**src/nmit_pkg.sv**
```systemverilog
`timescale 1ns / 1ps
// ----------------------------------------------------------------------------
// nmit_pkg
// Shared types, constants and binary32 helper functions for the normal-matrix
// unit: operand unpacking, leading-zero count and round-to-nearest-even packing.
// ----------------------------------------------------------------------------
package nmit_pkg;

  typedef logic [31:0] fp32_t;

  localparam fp32_t FP_QNAN     = 32'h7FC0_0000;
  localparam fp32_t FP_ONE      = 32'h3F80_0000;
  // 1e-12 as binary32, compared as a magnitude
  localparam fp32_t FP_SING_LIM = 32'h2B8C_BCCC;

  typedef struct packed {
    logic              sign;
    logic              nan;
    logic              inf;
    logic              zero;
    logic signed [9:0] exp;
    logic [23:0]       mant;
  } fp_unp_t;

  // split a binary32 into sign, unbiased exponent and significand
  function automatic fp_unp_t fp_unpack(fp32_t x);
    fp_unp_t u;
    u.sign = x[31];
    u.nan  = (x[30:23] == 8'hFF) && (x[22:0] != 23'd0);
    u.inf  = (x[30:23] == 8'hFF) && (x[22:0] == 23'd0);
    u.zero = (x[30:0] == 31'd0);
    if (x[30:23] == 8'd0) begin
      u.exp  = -10'sd126;
      u.mant = {1'b0, x[22:0]};
    end else begin
      u.exp  = $signed({2'b00, x[30:23]}) - 10'sd127;
      u.mant = {1'b1, x[22:0]};
    end
    return u;
  endfunction

  // leading zeros of a 51-bit word (51 when all zero)
  function automatic logic [5:0] fp_lzc51(logic [50:0] v);
    logic [5:0] lz;
    lz = 6'd51;
    for (int k = 0; k < 51; k++) begin
      if (v[k]) lz = 6'(50 - k);
    end
    return lz;
  endfunction

  // value = m / 2^47 * 2^x with m[47] set; round to nearest even
  function automatic fp32_t fp_round(logic sign, logic signed [11:0] x,
                                     logic [47:0] m, logic sticky);
    logic signed [11:0] biased;
    logic [5:0]         sh;
    logic [47:0]        ms;
    logic               lost;
    logic [23:0]        keep;
    logic               g;
    logic               st;
    logic               up;
    logic [24:0]        sum;
    logic [8:0]         ebase;
    logic [32:0]        tot;
    fp32_t              r;
    biased = x + 12'sd127;
    if (biased >= 12'sd1) begin
      ms    = m;
      lost  = 1'b0;
      ebase = (biased > 12'sd255) ? 9'd255 : 9'(biased - 12'sd1);
    end else begin
      // subnormal range: denormalize with sticky
      sh    = (biased < -12'sd46) ? 6'd48 : 6'(12'sd1 - biased);
      ms    = m >> sh;
      lost  = |(m & ~({48{1'b1}} << sh));
      ebase = 9'd0;
    end
    keep = ms[47:24];
    g    = ms[23];
    st   = (|ms[22:0]) | lost | sticky;
    up   = g & (st | keep[0]);
    sum  = {1'b0, keep} + {24'd0, up};
    tot  = {1'b0, ebase, 23'd0} + {8'd0, sum};
    if (tot >= {1'b0, 9'd255, 23'd0}) begin
      r = {sign, 8'hFF, 23'd0};
    end else begin
      r = {sign, tot[30:0]};
    end
    return r;
  endfunction

endpackage

```
**src/nmit_fmul.sv**
```systemverilog
`timescale 1ns / 1ps
// ----------------------------------------------------------------------------
// nmit_fmul
// Three-stage binary32 multiplier: significand product, normalize, round.
// ----------------------------------------------------------------------------
module nmit_fmul
  import nmit_pkg::*;
(
  input  logic  clk,
  input  logic  en,
  input  fp32_t a,
  input  fp32_t b,
  output fp32_t y
);

  fp_unp_t            ua;
  fp_unp_t            ub;
  logic               sp_hit;
  fp32_t              sp_val;
  logic               s1_spec;
  fp32_t              s1_sval;
  logic               s1_sign;
  logic signed [11:0] s1_x;
  logic [47:0]        s1_prod;
  logic [5:0]         lz;
  logic               s2_spec;
  fp32_t              s2_sval;
  logic               s2_sign;
  logic signed [11:0] s2_x;
  logic [47:0]        s2_m;

  assign ua = fp_unpack(a);
  assign ub = fp_unpack(b);

  // special operands
  always_comb begin
    sp_hit = 1'b1;
    sp_val = FP_QNAN;
    if (ua.nan || ub.nan || (ua.inf && ub.zero) || (ua.zero && ub.inf)) begin
      sp_val = FP_QNAN;
    end else if (ua.inf || ub.inf) begin
      sp_val = {ua.sign ^ ub.sign, 8'hFF, 23'd0};
    end else if (ua.zero || ub.zero) begin
      sp_val = {ua.sign ^ ub.sign, 31'd0};
    end else begin
      sp_hit = 1'b0;
    end
  end

  // stage 1: significand product
  always_ff @(posedge clk) begin
    if (en) begin
      s1_spec <= sp_hit;
      s1_sval <= sp_val;
      s1_sign <= ua.sign ^ ub.sign;
      s1_x    <= {{2{ua.exp[9]}}, ua.exp} + {{2{ub.exp[9]}}, ub.exp} + 12'sd1;
      s1_prod <= ua.mant * ub.mant;
    end
  end

  // stage 2: normalize
  assign lz = fp_lzc51({s1_prod, 3'b000});

  always_ff @(posedge clk) begin
    if (en) begin
      s2_spec <= s1_spec;
      s2_sval <= s1_sval;
      s2_sign <= s1_sign;
      s2_x    <= s1_x - $signed({6'd0, lz});
      s2_m    <= s1_prod << lz;
    end
  end

  // stage 3: round and pack
  always_ff @(posedge clk) begin
    if (en) begin
      y <= s2_spec ? s2_sval : fp_round(s2_sign, s2_x, s2_m, 1'b0);
    end
  end

endmodule

```
**config.mk**
```make
export PLATFORM = sky130hd
export DESIGN_NAME = nmit_fmul
export DESIGN_NICKNAME = d
export VERILOG_FILES = /design/src/nmit_pkg.sv /design/src/nmit_fmul.sv
export SDC_FILE = /design/constraint.sdc
export NUM_CORES = 2
export LEC_CHECK = 0
export ABC_AREA = 1
export BUFFER_PORTS_ARGS = -buffer_cell sky130_fd_sc_hd__buf_2
export CAP_MARGIN = 20
export CORE_ASPECT_RATIO = 0.9
export CORE_MARGIN = 8
export CORE_UTILIZATION = 50
export CTS_CLUSTER_SIZE = 16
export DETAILED_ROUTE_END_ITERATION = 8
export GPL_ROUTABILITY_DRIVEN = 0
export PLACE_DENSITY = 0.69
export SLEW_MARGIN = 20
export SYNTH_ARGS = -nofsm -noshare
export SYNTH_HDL_FRONTEND = slang
export SYNTH_SLANG_ARGS = --single-unit
```
**constraint.sdc**
```tcl
create_clock -name clk -period 9.45 [get_ports clk]
set_input_delay 1.89 -clock clk [delete_from_list [all_inputs] [get_ports clk]]
set_output_delay 1.89 -clock clk [all_outputs]
set_load 0.01 [all_outputs]
```
==> results.sh <==
export IMPL_status="complete, no violations"
export IMPL_grt_pass1_wl_um=142000
export IMPL_cts_made_buffers=17
export IMPL_finish_utilization_pct=53.6
export IMPL_root_buffer="clkbuf_16"
export IMPL_dr_max_layer_used="met4"
export IMPL_grt_pass1_vias=27515
export IMPL_crit_slowest_cell="fa_1"
export IMPL_syn_num_nets=5065
export IMPL_yosysTopAreaCell="fa_1"
export IMPL_core_um2=64200
export IMPL_syn_to_final_growth_pct=5.77
export IMPL_clock_path_buffers=2
export IMPL_ys_warnings_count=0
export IMPL_wl_met2_um=39300
export IMPL_dp_cells=5113
export IMPL_core_rowCount=88
export IMPL_synth_yosys_seq_area_share_pct=15.0
export IMPL_synth_top_area_share_pct=29.8
export IMPL_hold_violations=0
export IMPL_die_y_um=258
export IMPL_drive_gt1_share_pct=6.92
export IMPL_dp_worst_setup_slack_ns=0.163
export IMPL_post_drt_wl_per_cell_um=16.8
export IMPL_layout_min_cycle_time_ns=8.76
export IMPL_clock_skew_ns=0.0162
export IMPL_ys_seq_elements=162
export IMPL_syn_instance_count=4313
export IMPL_drt_total_wl_um=86400
export IMPL_syn_avg_cell_area_um2=7.54
export IMPL_first_iter_violations=2836
export IMPL_cp_data_required_time_ns=9.65
export IMPL_grt_overflow=0
export IMPL_drv_cap=0
export IMPL_initial_core_util_pct=50.6
export IMPL_synthArstFlopShare_pct=0
export IMPL_first_pass_iters=6
export IMPL_min_path_type="flop to flop"
export IMPL_met3WireLength_um=7440
export IMPL_synth_most_common_cell="nand2_1"
export IMPL_criticalPathCategory="input pin to flop"
export IMPL_synth_common_cells="nand2_1 (1097), inv_1 (956), fa_1 (484)"
export IMPL_htree_num_levels=4
export IMPL_die_x_um=285
export IMPL_drv_slew=0
export IMPL_finalCritPeriodShare_pct=92.7
export IMPL_end_kind="flop"
export IMPL_boundaryPins=98
export IMPL_cts_tree="done"
export IMPL_cpMostUsedCell="nand2_1"
export IMPL_path_clk_slew_ns=0.08
export IMPL_rsz0062_at_grt="no"
export IMPL_clock_sinks=162
export IMPL_fin_cells=5145
export IMPL_max_freq_mhz=114
export IMPL_clk_latency_ns=0.45
export IMPL_via_per_inst=5.34
export IMPL_setup_viol=0
export IMPL_grt_util_all_layers_pct=23.5
export IMPL_port_buffers=97
export IMPL_final_nets=5029
export IMPL_cts_setup_buffers=0
export IMPL_synth_area_leaders="fa_1 (30%), edfxtp_1 (15%), nand2_1 (13%), inv_1 (11%), ha_1 (7.8%)"
export IMPL_crit_fanout=13
export IMPL_grt_antenna_before_repair=0
export IMPL_crit_path_start_kind="input pin"
export IMPL_max_stage_delay_ns=0.55
export IMPL_max_slew_worst_pin_slew_ns=0.909
export IMPL_die_area_um2=73400
export IMPL_synth_edf_count=162
export IMPL_m1WireLength_um=36800
export IMPL_arrival_ns=8.96
export IMPL_grt_max_degree=94
export IMPL_place_hpwl_um=70600
export IMPL_vias=27454
export IMPL_synth_cell_types=68
export IMPL_diodes=0
export IMPL_ant_nets=0
export IMPL_finalSetupTns_ns=0
export IMPL_drc=0
export IMPL_ys_dominant_reg_cell="edfxtp_1"
export IMPL_relSlewSlack_pct=39.3
export IMPL_timing_final_ws_setup_ns=0.688
export IMPL_syn_area_um2=32500
-- through the flow --
step / hold WS (ns) / area, µm²
finish: 0.428 / 34400
floorplan: 0.400 / 32500
CTS: 0.430 / 34400
detailed placement: 0.408 / 33700
global route: 0.435 / 34400
global placement: 0.402 / 33700
-- critical path: cells and delay by family --
family                     cells  cell delay, ns
adders and majority gates      8            3.89
buffers and inverters          7            0.90
AOI/OAI and AO/OA              8            1.29
and+or+nand+nor               11            0.86
xor gates and xnor gates       1            0.13
-- final cells by class --
| class | instances | area (µm²) |
|---|---|---|
| clock buffer | 17 | 425 |
| timing repair buffer | 176 | 1090 |
| sequential | 162 | 4860 |
| fill | 6100 | 29800 |
| inverter | 970 | 3640 |
| multi-input combinational | 2950 | 23100 |
| tap | 855 | 1070 |
| clock inverter | 15 | 214 |
-- kinds of logic after synthesis --
group / Yosys count / synth area share (%)
buf+inv: 1201 / 14.1
mux: 4 / 0.123
compound gates: 353 / 6.46
xor+xnor: 103 / 2.82
simple gates: 1804 / 23.9
flops: 162 / 15.0
fa+ha+maj: 686 / 37.6
-- state kept, by name, indices dropped and copies added (netlist names) --
name,cells
s1_spec,1
s2_spec,1
s1_sval,3
s2_sign,1
s1_sign,1
y,32
s2_x,12
s2_sval,3
s1_x,12
s2_m,48
s1_prod,48
-- path summary, 6_finish.rpt --
check | cells after the start | slack, ns | end | start
setup / recovery | 35 | 0.69 | s1_prod[46] | b[3]
hold / removal | 0 | 0.43 | s2_sval[31] | s1_sval[31]
setup reg to reg | 38 | 2.23 | y[11] | s2_x[0]
hold reg to reg | 0 | 0.43 | s2_sval[31] | s1_sval[31]
-- layer usage --
layer,GRT usage (%),up-vias
met5,0,-
met4,7.17,0
met2,38.1,1094
met3,5.22,174
li1,-,13135
met1,31.5,13051
-- repair_timing --
item	CTS	global route
hold buffers	0	0
gates resized for setup	0	2
endpoints found under the setup margin	0	1
-- layout by cell type, fill, tap and decap left out, drive strengths merged, types with 3 or more instances in the layout --
cell type / instances
edfxtp: 162
xnor2: 26
nand2: 1110
o21ai: 171
or2: 15
a211oi: 4
o21bai: 6
clkinv: 11
ha: 202
xor2: 77
nand4: 43
nand3: 389
o2111ai: 9
nor4: 30
nor3: 30
o21a: 6
buf: 175
nor2: 172
o211ai: 9
o41ai: 3
mux2i: 4
clkbuf: 18
a21oi: 99
a31oi: 11
o32ai: 4
fa: 484
inv: 972
o22ai: 10
nand3b: 14
Power is left out: the tool's default activity adds up to more than one toggle a clock period on the data nets, which glitch-free logic cannot reach.
