<file path="config.mk">
export PLATFORM = sky130hd
export DESIGN_NAME = nmit_recip
export DESIGN_NICKNAME = d
export VERILOG_FILES = /design/src/nmit_pkg.sv /design/src/nmit_recip.sv
export SDC_FILE = /design/constraint.sdc
export NUM_CORES = 2
export LEC_CHECK = 0
export ABC_AREA = 1
export BUFFER_PORTS_ARGS = -buffer_cell sky130_fd_sc_hd__buf_2
export CAP_MARGIN = 20
export CORE_ASPECT_RATIO = 0.7
export CORE_UTILIZATION = 45
export DETAILED_ROUTE_END_ITERATION = 12
export SYNTH_ARGS = -nofsm -noshare
export SYNTH_HDL_FRONTEND = slang
export SYNTH_SLANG_ARGS = --single-unit
</file>
<file path="constraint.sdc">
create_clock -name clk -period 27.2 [get_ports clk]
set_input_delay 1.36 -clock clk [delete_from_list [all_inputs] [get_ports clk]]
set_output_delay 1.36 -clock clk [all_outputs]
set_load 0.02 [all_outputs]
</file>
<file path="src/nmit_pkg.sv">
`timescale 1ns / 1ps
// ----------------------------------------------------------------------------
// nmit_pkg
// Shared types, constants and binary32 helper functions for the normal-matrix
// unit: operand unpacking, leading-zero count and round-to-nearest-even packing.
// ----------------------------------------------------------------------------
package nmit_pkg;

  typedef logic [31:0] fp32_t;

  localparam fp32_t FP_QNAN     = 32'h7FC0_0000;
  localparam fp32_t FP_ONE      = 32'h3F80_0000;
  // 1e-12 as binary32, compared as a magnitude
  localparam fp32_t FP_SING_LIM = 32'h2B8C_BCCC;

  typedef struct packed {
    logic              sign;
    logic              nan;
    logic              inf;
    logic              zero;
    logic signed [9:0] exp;
    logic [23:0]       mant;
  } fp_unp_t;

  // split a binary32 into sign, unbiased exponent and significand
  function automatic fp_unp_t fp_unpack(fp32_t x);
    fp_unp_t u;
    u.sign = x[31];
    u.nan  = (x[30:23] == 8'hFF) && (x[22:0] != 23'd0);
    u.inf  = (x[30:23] == 8'hFF) && (x[22:0] == 23'd0);
    u.zero = (x[30:0] == 31'd0);
    if (x[30:23] == 8'd0) begin
      u.exp  = -10'sd126;
      u.mant = {1'b0, x[22:0]};
    end else begin
      u.exp  = $signed({2'b00, x[30:23]}) - 10'sd127;
      u.mant = {1'b1, x[22:0]};
    end
    return u;
  endfunction

  // leading zeros of a 51-bit word (51 when all zero)
  function automatic logic [5:0] fp_lzc51(logic [50:0] v);
    logic [5:0] lz;
    lz = 6'd51;
    for (int k = 0; k < 51; k++) begin
      if (v[k]) lz = 6'(50 - k);
    end
    return lz;
  endfunction

  // value = m / 2^47 * 2^x with m[47] set; round to nearest even
  function automatic fp32_t fp_round(logic sign, logic signed [11:0] x,
                                     logic [47:0] m, logic sticky);
    logic signed [11:0] biased;
    logic [5:0]         sh;
    logic [47:0]        ms;
    logic               lost;
    logic [23:0]        keep;
    logic               g;
    logic               st;
    logic               up;
    logic [24:0]        sum;
    logic [8:0]         ebase;
    logic [32:0]        tot;
    fp32_t              r;
    biased = x + 12'sd127;
    if (biased >= 12'sd1) begin
      ms    = m;
      lost  = 1'b0;
      ebase = (biased > 12'sd255) ? 9'd255 : 9'(biased - 12'sd1);
    end else begin
      // subnormal range: denormalize with sticky
      sh    = (biased < -12'sd46) ? 6'd48 : 6'(12'sd1 - biased);
      ms    = m >> sh;
      lost  = |(m & ~({48{1'b1}} << sh));
      ebase = 9'd0;
    end
    keep = ms[47:24];
    g    = ms[23];
    st   = (|ms[22:0]) | lost | sticky;
    up   = g & (st | keep[0]);
    sum  = {1'b0, keep} + {24'd0, up};
    tot  = {1'b0, ebase, 23'd0} + {8'd0, sum};
    if (tot >= {1'b0, 9'd255, 23'd0}) begin
      r = {sign, 8'hFF, 23'd0};
    end else begin
      r = {sign, tot[30:0]};
    end
    return r;
  endfunction

endpackage

</file>
<file path="src/nmit_recip.sv">
`timescale 1ns / 1ps
// ----------------------------------------------------------------------------
// nmit_recip
// Pipelined binary32 reciprocal: restoring division of 1.0 by the significand,
// three quotient bits per stage, then normalize and round.
// ----------------------------------------------------------------------------
module nmit_recip
  import nmit_pkg::*;
#(
  parameter int TAG_W = 1
) (
  input  logic             clk,
  input  logic             en,
  input  fp32_t            d,
  input  logic [TAG_W-1:0] tag_in,
  output fp32_t            y,
  output logic [TAG_W-1:0] tag_out
);

  localparam int QBITS = 27;
  localparam int PER   = 3;
  localparam int NST   = QBITS / PER;

  typedef struct packed {
    logic [23:0]       rem;
    logic [26:0]       quo;
    logic [23:0]       mant;
    logic signed [9:0] exp;
    logic              sign;
    logic              spec;
    fp32_t             sval;
    logic [TAG_W-1:0]  tag;
  } rc_st_t;

  fp_unp_t            ud;
  rc_st_t             st [NST+1];
  rc_st_t             last;
  logic               sticky;
  logic [47:0]        qm;
  logic signed [11:0] qx;

  assign ud = fp_unpack(d);

  // entry stage: unpack and seed the remainder
  always_ff @(posedge clk) begin
    if (en) begin
      st[0].rem  <= 24'h40_0000;
      st[0].quo  <= '0;
      st[0].mant <= ud.mant;
      st[0].exp  <= ud.exp;
      st[0].sign <= ud.sign;
      st[0].spec <= ud.nan || ud.inf || ud.zero;
      st[0].tag  <= tag_in;
      if (ud.nan) begin
        st[0].sval <= FP_QNAN;
      end else if (ud.inf) begin
        st[0].sval <= {ud.sign, 31'd0};
      end else begin
        st[0].sval <= {ud.sign, 8'hFF, 23'd0};
      end
    end
  end

  // quotient stages
  for (genvar j = 0; j < NST; j++) begin : g_div
    rc_st_t nxt;

    always_comb begin
      logic [24:0] t;
      nxt = st[j];
      for (int k = 0; k < PER; k++) begin
        t = {nxt.rem, 1'b0};
        if (t >= {1'b0, nxt.mant}) begin
          nxt.rem = 24'(t - {1'b0, nxt.mant});
          nxt.quo = {nxt.quo[25:0], 1'b1};
        end else begin
          nxt.rem = t[23:0];
          nxt.quo = {nxt.quo[25:0], 1'b0};
        end
      end
    end

    always_ff @(posedge clk) begin
      if (en) begin
        st[j+1] <= nxt;
      end
    end
  end

  // normalize the quotient: exactly one when the significand is one
  assign last   = st[NST];
  assign sticky = (last.rem != 24'd0);
  always_comb begin
    if (last.quo[26]) begin
      qm = {last.quo, 21'd0};
      qx = -{{2{last.exp[9]}}, last.exp};
    end else begin
      qm = {last.quo[25:0], 22'd0};
      qx = -{{2{last.exp[9]}}, last.exp} - 12'sd1;
    end
  end

  // round and pack
  always_ff @(posedge clk) begin
    if (en) begin
      y       <= last.spec ? last.sval : fp_round(last.sign, qx, qm, sticky);
      tag_out <= last.tag;
    end
  end

endmodule

</file>
==> summary.txt <==
Worst setup path
  – Critical Path Sink Type: register
  – R2r endpoint: st[3][104]
  – Startpoint types: register
  – Crit path launch: st[2][46]
  – Reg2reg path depth: 64
  – Critical path class: register to register
  – CP most frequent cell: nand2_1
  – Crit path max fanout: 37
  – Crit-path max cell delay: 0.76 ns
  – Slowest CP cell: clkinv_1
  – Crit path to: st[3][104]
  – Critical R2R Launch: st[2][46]
  – R2r setup slk: 13.50 ns
  – WP data required: 27.71 ns
  – WP data arrival: 14.20 ns

Clocking
  – CTS Hold Bufs: 0
  – Inserted Clock Buffers: 82
  – CTS tree: built
  – Resize count post-CTS: 0
  – Clock latency on the worst-skew pair: 0.72 ns
  – Number of buffers on the longest clock path: 3
  – Clock Pin Slew Worst Setup and Hold Paths: 0.07 ns
  – Clock sinks: 750
  – Number of H-tree levels: 3
  – Root buffer cell: clkbuf_16
  – Post-CTS Setup Bufs: 0

Route
  – Uppermost routed layer: met5
  – Wire length on met3: 16.37 mm
  – Vias/cell: 5.573
  – Initial DRC Count: 4,932
  – Total Routed Length: 181.9 mm
  – Via count: 51,245
  – DRT Pass-1 Iters: 7
  – WL met1: 92.04 mm
  – Metal2 WL: 69.57 mm
  – WL/cell: 19.79 µm
  – Drt drc: 0
  – Routed Antenna Nets: 0

Floorplanning
  – Core area: 131,500 µm²
  – Die area: 134,600 µm²
  – Die H: 307.3 µm
  – DIE WIDTH: 438.1 µm
  – Site Rows: 111
  – IO Count: 68
  – Starting Density: 45.55%

Synthesis
  – Flops & latches, synth: 750
  – EDFF count, synth: 750
  – Post-synth net total: 8,007
  – Unique cell type count in the Yosys netlist: 69
  – Syn. warnings: 0
  – Asr flop ratio synth: 0%
  – Top cells by area, synth: edfxtp_1, ha_1, nand2_1
  – Cell taking the most area after synthesis: edfxtp_1
  – Synth top area share: 37.59%
  – Seq/Total Area, Yosys: 37.59%
  – Avg Cell Area, Syn: 8.155 µm²
  – Main flop type after synthesis: edfxtp_1
  – Mapped Area: 59,910 µm²
  – Mapped Cells: 7,347

Timing
  – Slew Limit Fails: 0
  – Hold Vio Cnt, Final: 0
  – Final setup margin: 13.50 ns
  – Final min period: 13.70 ns
  – RSZ-0062 raised after global routing: no
  – Setup tns final: 0 ns
  – Final worst path period share: 50.36%
  – Clock Skew: 0.04141 ns
  – Worst-Margin Slew: 1.113 ns
  – # setup viols final: 0
  – Fmax: 73.01 MHz
  – Slew headroom: 25.77%

Place
  – Post-DP HPWL: 146.0 mm
  – Port Buf Inserts: 67
  – Pre-CTS setup slack: 13.55 ns
  – GPL Wtd Cong: 0.9666

Global route
  – Largest net degree at the start of global routing: 189
  – GRT Total Usage: 26.61%
  – GRT overflow: 0
  – First-pass GRT wire length: 277.1 mm
  – Initial antenna violation count: 9
  – Vias in the first global route: 46,463

Layout
  – Post-layout util: 49.36%
  – Layout cells sized above 1: 4.796%
  – Layout Nets: 8,037
  – Area grow syn2layout: 8.355%
  – Commonest non-fill, non-tap cell in the layout: nand2_1
  – Commonest non-fill, non-tap cells in the layout: nand2_1, inv_1, edfxtp_1
  – FILL cells: 12,569

Worst hold path
  – Hold Path Class: register to register

Flow run
  – Max-Cap Viols: 0

Outcome
  – Outcome: finished clean
## sequential cells by signal (all words and copies together) (netlist names)
register  cells
tag_out       1
y            32
st          717
## critical path, delay by kind of cell (launching register included)
family	cells	cell delay, ns
buffers and inverters	7	2.02
adder cells (fa/ha/maj)	3	0.84
AND/OR/NAND/NOR	23	3.28
AO/OA/AOI/OAI	31	6.83
flip-flops	1	0.46
## worst min-delay path by stage
| stage | start | endpoint | slack, ns | cells after the start |
|---|---|---|---|---|
| after CTS | st[7][81] | st[8][84] | 0.39 | 0 |
| after global routing | st[7][81] | st[8][84] | 0.40 | 0 |
| after detailed placement | st[0][32] | st[1][32] | 0.40 | 0 |
| after global placement | st[0][23] | st[1][23] | 0.40 | 0 |
| after floorplan | st[0][0] | st[1][0] | 0.40 | 0 |
| final | st[7][81] | st[8][84] | 0.39 | 0 |
## cells in the mapped netlist, types with 8 or more instances
cell and n:
nand2_1 1631, inv_1 768, edfxtp_1 750, a21oi_1 707
o21ai_0 690, ha_1 617, nand3_1 452, nor2_1 415
xor2_1 310, xnor2_1 281, clkbuf_1 115, nand4_1 56
nor4_1 55, nor3_1 52, o21bai_1 33, or2_2 29
a31oi_1 26, o21ai_1 25, a21boi_0 24, buf_2 22
nor2_2 22, a211oi_1 20, a221o_1 18, o211ai_1 16
o31ai_1 16, buf_1 14, inv_2 13, nand2_2 13
a21o_1 12, a21oi_2 12, nand3b_1 10, o21a_1 9
and2_1 8, clkinv_1 8, fa_1 8
## cell type report
type / count / area [µm²] / share of cell area (%)
multi-input cells: 5645 / 33740 / 51.97
flip-flops and latches: 750 / 22520 / 34.69
inverters: 790 / 2968 / 4.571
well taps: 1751 / 2191 / 3.375
clock buffers: 89 / 2121 / 3.267
repair buffers: 108 / 728.2 / 1.122
clock inverters: 61 / 646.9 / 0.9964
diodes: 2 / 5.005 / 0.007709
## cells by family (layout without fill, tap and decap cells)
logic type               after synthesis  count (layout)  synth area share, %
AO/OA/AOI/OAI                       1650            1650                14.85
XOR/XNOR                             591             591                8.639
adder cells (fa/ha/maj)              625             625                13.15
buffers and inverters                952            1048                6.127
flip-flops                           750             750                37.59
multiplexers                           4               4              0.06891
other                                  0               2                    0
AND/OR/NAND/NOR                     2775            2775                19.57
## through the flow
step                hold WS [ns]  std cells  instance area (µm²)
finish                    0.3871       9196                64920
global route              0.3978       9194                64920
CTS                       0.3854       9189                64830
detailed placement        0.4045       9039                62060
global placement          0.4004       9039                62060
floorplan                 0.4003       7347                59920
## routing by layer
| layer | GRT usage [%] | up-vias |
|---|---|---|
| met5 | 0 | - |
| met4 | 6.017 | 4 |
| met3 | 6.060 | 176 |
| met2 | 35.92 | 1841 |
| met1 | 42.00 | 23759 |
| li1 | - | 25465 |
Power is left out: the tool's default activity adds up to more than one toggle a clock period on the data nets, which glitch-free logic cannot reach.
