==> src/nmit_delay.sv <==
`timescale 1ns / 1ps
// ----------------------------------------------------------------------------
// nmit_delay
// Stallable shift line that keeps operands in step with the arithmetic units.
// ----------------------------------------------------------------------------
module nmit_delay #(
  parameter int W = 32,
  parameter int D = 3
) (
  input  logic         clk,
  input  logic         en,
  input  logic [W-1:0] din,
  output logic [W-1:0] dout
);

  logic [W-1:0] taps [D];

  // shift when the pipe advances
  always_ff @(posedge clk) begin
    if (en) begin
      taps[0] <= din;
      for (int k = 1; k < D; k++) begin
        taps[k] <= taps[k-1];
      end
    end
  end

  assign dout = taps[D-1];

endmodule

==> config.mk <==
export PLATFORM = sky130hd
export DESIGN_NAME = nmit_delay
export DESIGN_NICKNAME = d
export VERILOG_FILES = /design/src/nmit_delay.sv
export SDC_FILE = /design/constraint.sdc
export NUM_CORES = 1
export LEC_CHECK = 0
export ABC_AREA = 1
export CAP_MARGIN = 20
export CORE_MARGIN = 4
export CORE_UTILIZATION = 30
export CTS_CLUSTER_DIAMETER = 60
export CTS_CLUSTER_SIZE = 28
export DETAILED_ROUTE_END_ITERATION = 8
export DONT_BUFFER_PORTS = 1
export PLACE_DENSITY = 0.53
export SLEW_MARGIN = 20
export SYNTH_ARGS = -nofsm -noshare
export SYNTH_HDL_FRONTEND = slang
export SYNTH_SLANG_ARGS = --single-unit
export TNS_END_PERCENT = 1
==> constraint.sdc <==
create_clock -name clk -period 0.8 [get_ports clk]
set_clock_uncertainty 0.1 [all_clocks]
set_input_delay 0.16 -clock clk [delete_from_list [all_inputs] [get_ports clk]]
set_output_delay 0.16 -clock clk [all_outputs]
set_load 0.01 [all_outputs]
==> results of run 1 <==
[worst max path at each step]
| stage | from | to | slack, ps | depth (start not counted) |
|---|---|---|---|---|
| floorplan | taps[0][64]$_DFFE_PP_ | dout[0] | 60 | 1 |
| global placement | taps[0][45]$_DFFE_PP_ | taps[0][77]$_DFFE_PP_ | 80 | 0 |
| detailed placement | taps[0][30]$_DFFE_PP_ | taps[0][62]$_DFFE_PP_ | 60 | 0 |
| CTS | taps[0][88]$_DFFE_PP_ | dout[24] | -320 | 0 |
| global route | taps[0][88]$_DFFE_PP_ | dout[24] | -340 | 0 |
| finish | taps[0][88]$_DFFE_PP_ | dout[24] | -280 | 0 |
[power by group through the flow]
stage	logic (W)	registers, W	clock network [W]
6_report	0.000126	0.00609	0.00265
2_1_floorplan	0.000183	0.00611	0
3_3_place_gp	0	0.00622	0
5_1_grt	0.000132	0.00613	0.00305
4_1_cts	0.000125	0.00611	0.00280
3_5_place_dp	0	0.00623	0
[stage by stage]
step / instances / TNS, ps / setup WS, ps
2_1_floorplan: 128 / 0 / 64.4
3_3_place_gp: 229 / 0 / 79.4
3_5_place_dp: 229 / 0 / 62.5
4_1_cts: 276 / -8920 / -319
5_1_grt: 276 / -9520 / -337
6_report: 276 / -7630 / -276
[cells by family after synthesis]
logic type,synth area share
buf+inv,0.0769
flops,0.923
[cells in the final DEF (no fill, tap or decap)]
cell type	synthesis	routed
clkbuf_8	0	9
dlygate4sd3_1	0	32
edfxtp_1	96	96
clkbuf_1	0	2
clkinvlp_4	0	3
inv_6	0	1
[per-layer routing]
| layer | up-vias | GRT usage | share of wire |
|---|---|---|---|
| li1 | 474 | - | - |
| met1 | 499 | 0.0625 | 0.37 |
| met2 | 43 | 0.102 | 0.51 |
| met3 | 8 | 0.0501 | 0.10 |
| met4 | 0 | 0.0401 | 0.019 |
| met5 | - | 0 | 0 |
[cell type report]
| cell class | instances | area (sq um) | share of cell area |
|---|---|---|---|
| flip-flops and latches | 96 | 2880 | 0.816 |
| clock inverters | 4 | 31.3 | 0.00886 |
| well taps | 133 | 166 | 0.0471 |
| clock buffers | 11 | 131 | 0.0372 |
| repair buffers | 32 | 320 | 0.0907 |
==> run_results.csv, run 1 <==
group,metric,value,unit
run_status,outcome,"finished with violations",
run_status,violations,"hold timing, setup timing",
yosys,synth_cells,128,
global_routing,grt_pass1_wl,5460,um
placed_design,io_buffers,0,
yosys,synth_top_area_cell,"edfxtp_1",
die,boundaryPins,66,
finish,design_area,0.00353,sq mm
yosys,synthDistinctLibCells,2,
detailed_routing,detail_route.wl_per_cell,13.7,um
power_and_ir_drop,p_per_area,2510,mW/mm^2
die,row_count,36,
global_routing,grt_max_degree,97,
worst_setup_path,rr_worst_depth,0,
die,initial_core_util,0.314,
clock_tree,cts-root-buf,"clkbuf_8",
yosys,syn_area_per_cell,24.4,sq um
yosys,netlist_area,0.00312,sq mm
worst_setup_path,cp-end-kind,"output port",
sta,period_share,1.34,
clock_tree,numCtsBuffers,9,
global_routing,grt_overflow,0,
placed_design,place.gp.congestion,0.644,
detailed_routing,drtIter0Drc,45,
clock_tree,htreeDepth,3,
power_and_ir_drop,p_int,0.00717,W
finish,fillers,900,
clock_tree,clk_latency,340,ps
power_and_ir_drop,ir_worst_vdd,0.000964,V
detailed_routing,drt_pass1_iterations,4,
sta,hold_slack,-177,ps
worst_setup_path,rrSetupSlack,40,ps
die,coreArea,0.00995,sq mm
worst_hold_path,hold_path.class,"input port to register",
yosys,synth_edf_count,96,
sta,setup_ws,-276,ps
yosys,yosys-top-cells-area,"edfxtp_1, buf_4",
sta,finalSetupViolations,32,
global_routing,track_usage,0.0663,
yosys,synth_most_common_cell,"edfxtp_1",
global_routing,grt_pass1_vias,1073,
die,die_x,110,um
clock_tree,postCtsSetupBuffers,0,
die,dieHeight,110,um
finish,fin_nets,173,
power_and_ir_drop,p_switching,0.00170,W
sta,slew_headroom,0.879,
worst_setup_path,start_kind,"register",
sta,min_period,1080,ps
sta,fmax,0.930,GHz
die,dieArea,0.0121,sq mm
placed_design,place_area,0.00305,sq mm
worst_setup_path,reg2reg_to,"taps[0][70]$_DFFE_PP_",
finish,drive_gt1_frac,0.0909,
worst_setup_path,arrival,820,ps
detailed_routing,vias,1024,
yosys,synth_fp_nets,162,
worst_hold_path,hold_depth,0,
worst_hold_path,min-delay-start,"en",
power_and_ir_drop,seq_power_share,0.687,
yosys,synth_top_cell_area_share,0.923,
worst_setup_path,cp.required,540,ps
power_and_ir_drop,power,0.00887,W
finish,largest_reg_flops,96,
sta,worstMarginPinSlew,182,ps
clock_tree,postCtsHoldBufs,32,
clock_tree,clk_pin_slew_worst_paths,90,ps
worst_setup_path,worstSetupPathType,"register to output port",
finish,regMostFlops,"taps",
finish,multi_input_area,0,sq um
worst_setup_path,path_max_fanout,1,
finish,reg_top3,"taps: 96 flops",
yosys,synth.yosys.seq_area_share,0.923,
sta,final-hold-violation-count,96,
global_routing,grt_antenna_before_repair,0,
power_and_ir_drop,pwr-share-clk,0.299,
yosys,async_reset_ff_frac,0,
finish,area_growth,13.1,%
finish,final_util,0.355,
detailed_routing,drt_wl_total,3790,um
finish,diodes,0,
yosys,ys_ff_latch,96,
sta,slew_violations,0,
power_and_ir_drop,leakage,1.15,nW
clock_tree,clockBufferDepth,2,
power_and_ir_drop,switching_share,0.192,
power_and_ir_drop,pwr-share-comb,0.014,
detailed_routing,drc_errors,0,
worst_setup_path,r2r-start,"taps[0][38]$_DFFE_PP_",
run,max_cap_viol_count,0,
yosys,ys.flop_type,"edfxtp_1",
yosys,synth.top_cells.by_count,"edfxtp_1, buf_4",
sta,rsz0062_at_grt,"yes",
clock_tree,cts_tree,"built",
worst_hold_path,hold_end,"taps[0][20]$_DFFE_PP_",
clock_tree,cts_resized,0,
detailed_routing,postRouteAntennaNets,0,
finish,multiInputCombCellCount,0,
clock_tree,clock_sinks,96,
yosys,yosys_warnings,0,
detailed_routing,viasPerCell,3.71,
No activity file was read; power rests on OpenSTA's default activity.
==> run 2: changes to the inputs <==
- PLACE_DENSITY: 0.53 -> 0.44
==> run_results.csv, run 2 (synthesized netlist as in run 1, its figures left out) <==
group,metric,value,unit
run_status,outcome,"finished with violations",
run_status,violations,"hold timing, setup timing",
clock_tree,postCtsHoldBufs,32,
sta,finalSetupViolations,32,
finish,fillers,902,
global_routing,grt_overflow,0,
sta,setup_ws,-300,ps
global_routing,grt_antenna_before_repair,0,
worst_setup_path,crit_path_end,"dout[31]",
die,row_count,36,
finish,layout_commonest_cell,"edfxtp_1",
finish,design_area,0.00365,sq mm
global_routing,grt_max_degree,97,
finish,regMostFlops,"taps",
worst_setup_path,cp.required,540,ps
sta,slew_headroom,0.875,
sta,worstMarginPinSlew,188,ps
clock_tree,clk_pin_slew_worst_paths,90,ps
finish,seq_area,0.00288,sq mm
clock_tree,postCtsSetupBuffers,0,
finish,final_util,0.367,
die,coreArea,0.00995,sq mm
detailed_routing,detail_route.wl_per_cell,13.9,um
worst_setup_path,rrSetupSlack,50,ps
clock_tree,htreeDepth,3,
finish,fin_nets,173,
worst_setup_path,rr_worst_depth,0,
sta,final-hold-violation-count,96,
sta,min_period,1100,ps
finish,reg_top3,"taps: 96 flops",
detailed_routing,drtIter0Drc,30,
global_routing,track_usage,0.0705,
worst_hold_path,hold_path.class,"input port to register",
finish,diodes,0,
placed_design,hpwl,2110,um
clock_tree,clockBufferDepth,2,
sta,hold_slack,-190,ps
clock_tree,cts_tree,"built",
sta,slew_violations,0,
detailed_routing,drt_wl_total,3850,um
detailed_routing,postRouteAntennaNets,0,
finish,final_cell_mix,"edfxtp_1, dlygate4sd3_1, clkbuf_8, bufinv_16, clkinv_1",
global_routing,grt_pass1_vias,1107,
run,max_cap_viol_count,0,
worst_setup_path,r2r-start,"taps[0][55]$_DFFE_PP_",
sta,fmax,0.909,GHz
die,initial_core_util,0.314,
power_and_ir_drop,p_per_area,2860,mW/mm^2
detailed_routing,drc_errors,0,
finish,largest_reg_flops,96,
finish,multi_input_area,0,sq um
worst_setup_path,cp.depth,0,
detailed_routing,viasPerCell,3.76,
clock_tree,clock_sinks,96,
sta,period_share,1.37,
finish,area_growth,16.9,%
detailed_routing,drt_pass1_iterations,4,
clock_tree,cts-root-buf,"clkbuf_8",
finish,multiInputCombCellCount,0,
clock_tree,clk_latency,350,ps
placed_design,place_area,0.00305,sq mm
power_and_ir_drop,leakage,1.21,nW
worst_setup_path,reg2reg_to,"taps[0][87]$_DFFE_PP_",
finish,drive_gt1_frac,0.0972,
power_and_ir_drop,ir_worst_vdd,0.00133,V
die,boundaryPins,66,
die,dieArea,0.0121,sq mm
worst_setup_path,worstSetupPathType,"register to output port",
detailed_routing,vias,1042,
die,dieHeight,110,um
sta,setup-tns-final,-8060,ps
finish,stdcell_count,277,
worst_setup_path,path_max_fanout,1,
placed_design,dp.cells,229,
worst_setup_path,crit_path_start,"taps[0][95]$_DFFE_PP_",
placed_design,place.gp.congestion,0.611,
worst_setup_path,arrival,840,ps
placed_design,io_buffers,0,
worst_setup_path,cp-end-kind,"output port",
global_routing,grt_pass1_wl,5640,um
worst_setup_path,start_kind,"register",
clock_tree,numCtsBuffers,9,
die,die_x,110,um
sta,rsz0062_at_grt,"yes",
==> run 2: layer usage <==
metal	up-vias	share of wire	global-route usage
met5	-	0	0
met4	0	0.018	0.0347
met3	6	0.11	0.0629
met2	52	0.48	0.107
met1	511	0.39	0.0649
li1	473	-	-
==> run 2: cell type report <==
class	count	share of cell area
Timing Repair Buffer	32	0.0877
Clock buffer	9	0.0339
Tap cell	133	0.0456
Sequential cell	96	0.790
Clock inverter	7	0.0432
==> run 2: worst min path at each step <==
stage / from / to / slack (ps) / cells after the start
finish: en / taps[0][16]$_DFFE_PP_ / -190 / 0
floorplan: din[0] / taps[0][0]$_DFFE_PP_ / 160 / 0
global route: en / taps[0][69]$_DFFE_PP_ / -250 / 0
detailed placement: din[29] / taps[0][29]$_DFFE_PP_ / 160 / 0
CTS: en / taps[0][80]$_DFFE_PP_ / -220 / 0
global placement: din[11] / taps[0][11]$_DFFE_PP_ / 160 / 0
==> run 2: what timing repair did <==
action / CTS / global route
endpoints found under the setup margin: 32 / 32
endpoints found under the hold margin: 128 / 96
gates resized for setup: 0 / 0
==> run 2: through the flow <==
step | power, W | hold WS, ps | setup WS (ps)
finish | 0.0105 | -190 | -300
global route | 0.0109 | -247 | -371
CTS | 0.0106 | -223 | -332
detailed placement | 0.00622 | 159 | 63.8
global placement | 0.00621 | 159 | 89.6
floorplan | 0.00629 | 159 | 64.4
==> run 2: where the power goes <==
| part | internal, W | switching (W) | total, W |
|---|---|---|---|
| sequential | 0.00594 | 0.000150 | 0.00609 |
| clock | 0.00269 | 0.00155 | 0.00424 |
| combinational | 0.000103 | 0.0000224 | 0.000126 |
| total | 0.00873 | 0.00173 | 0.0105 |
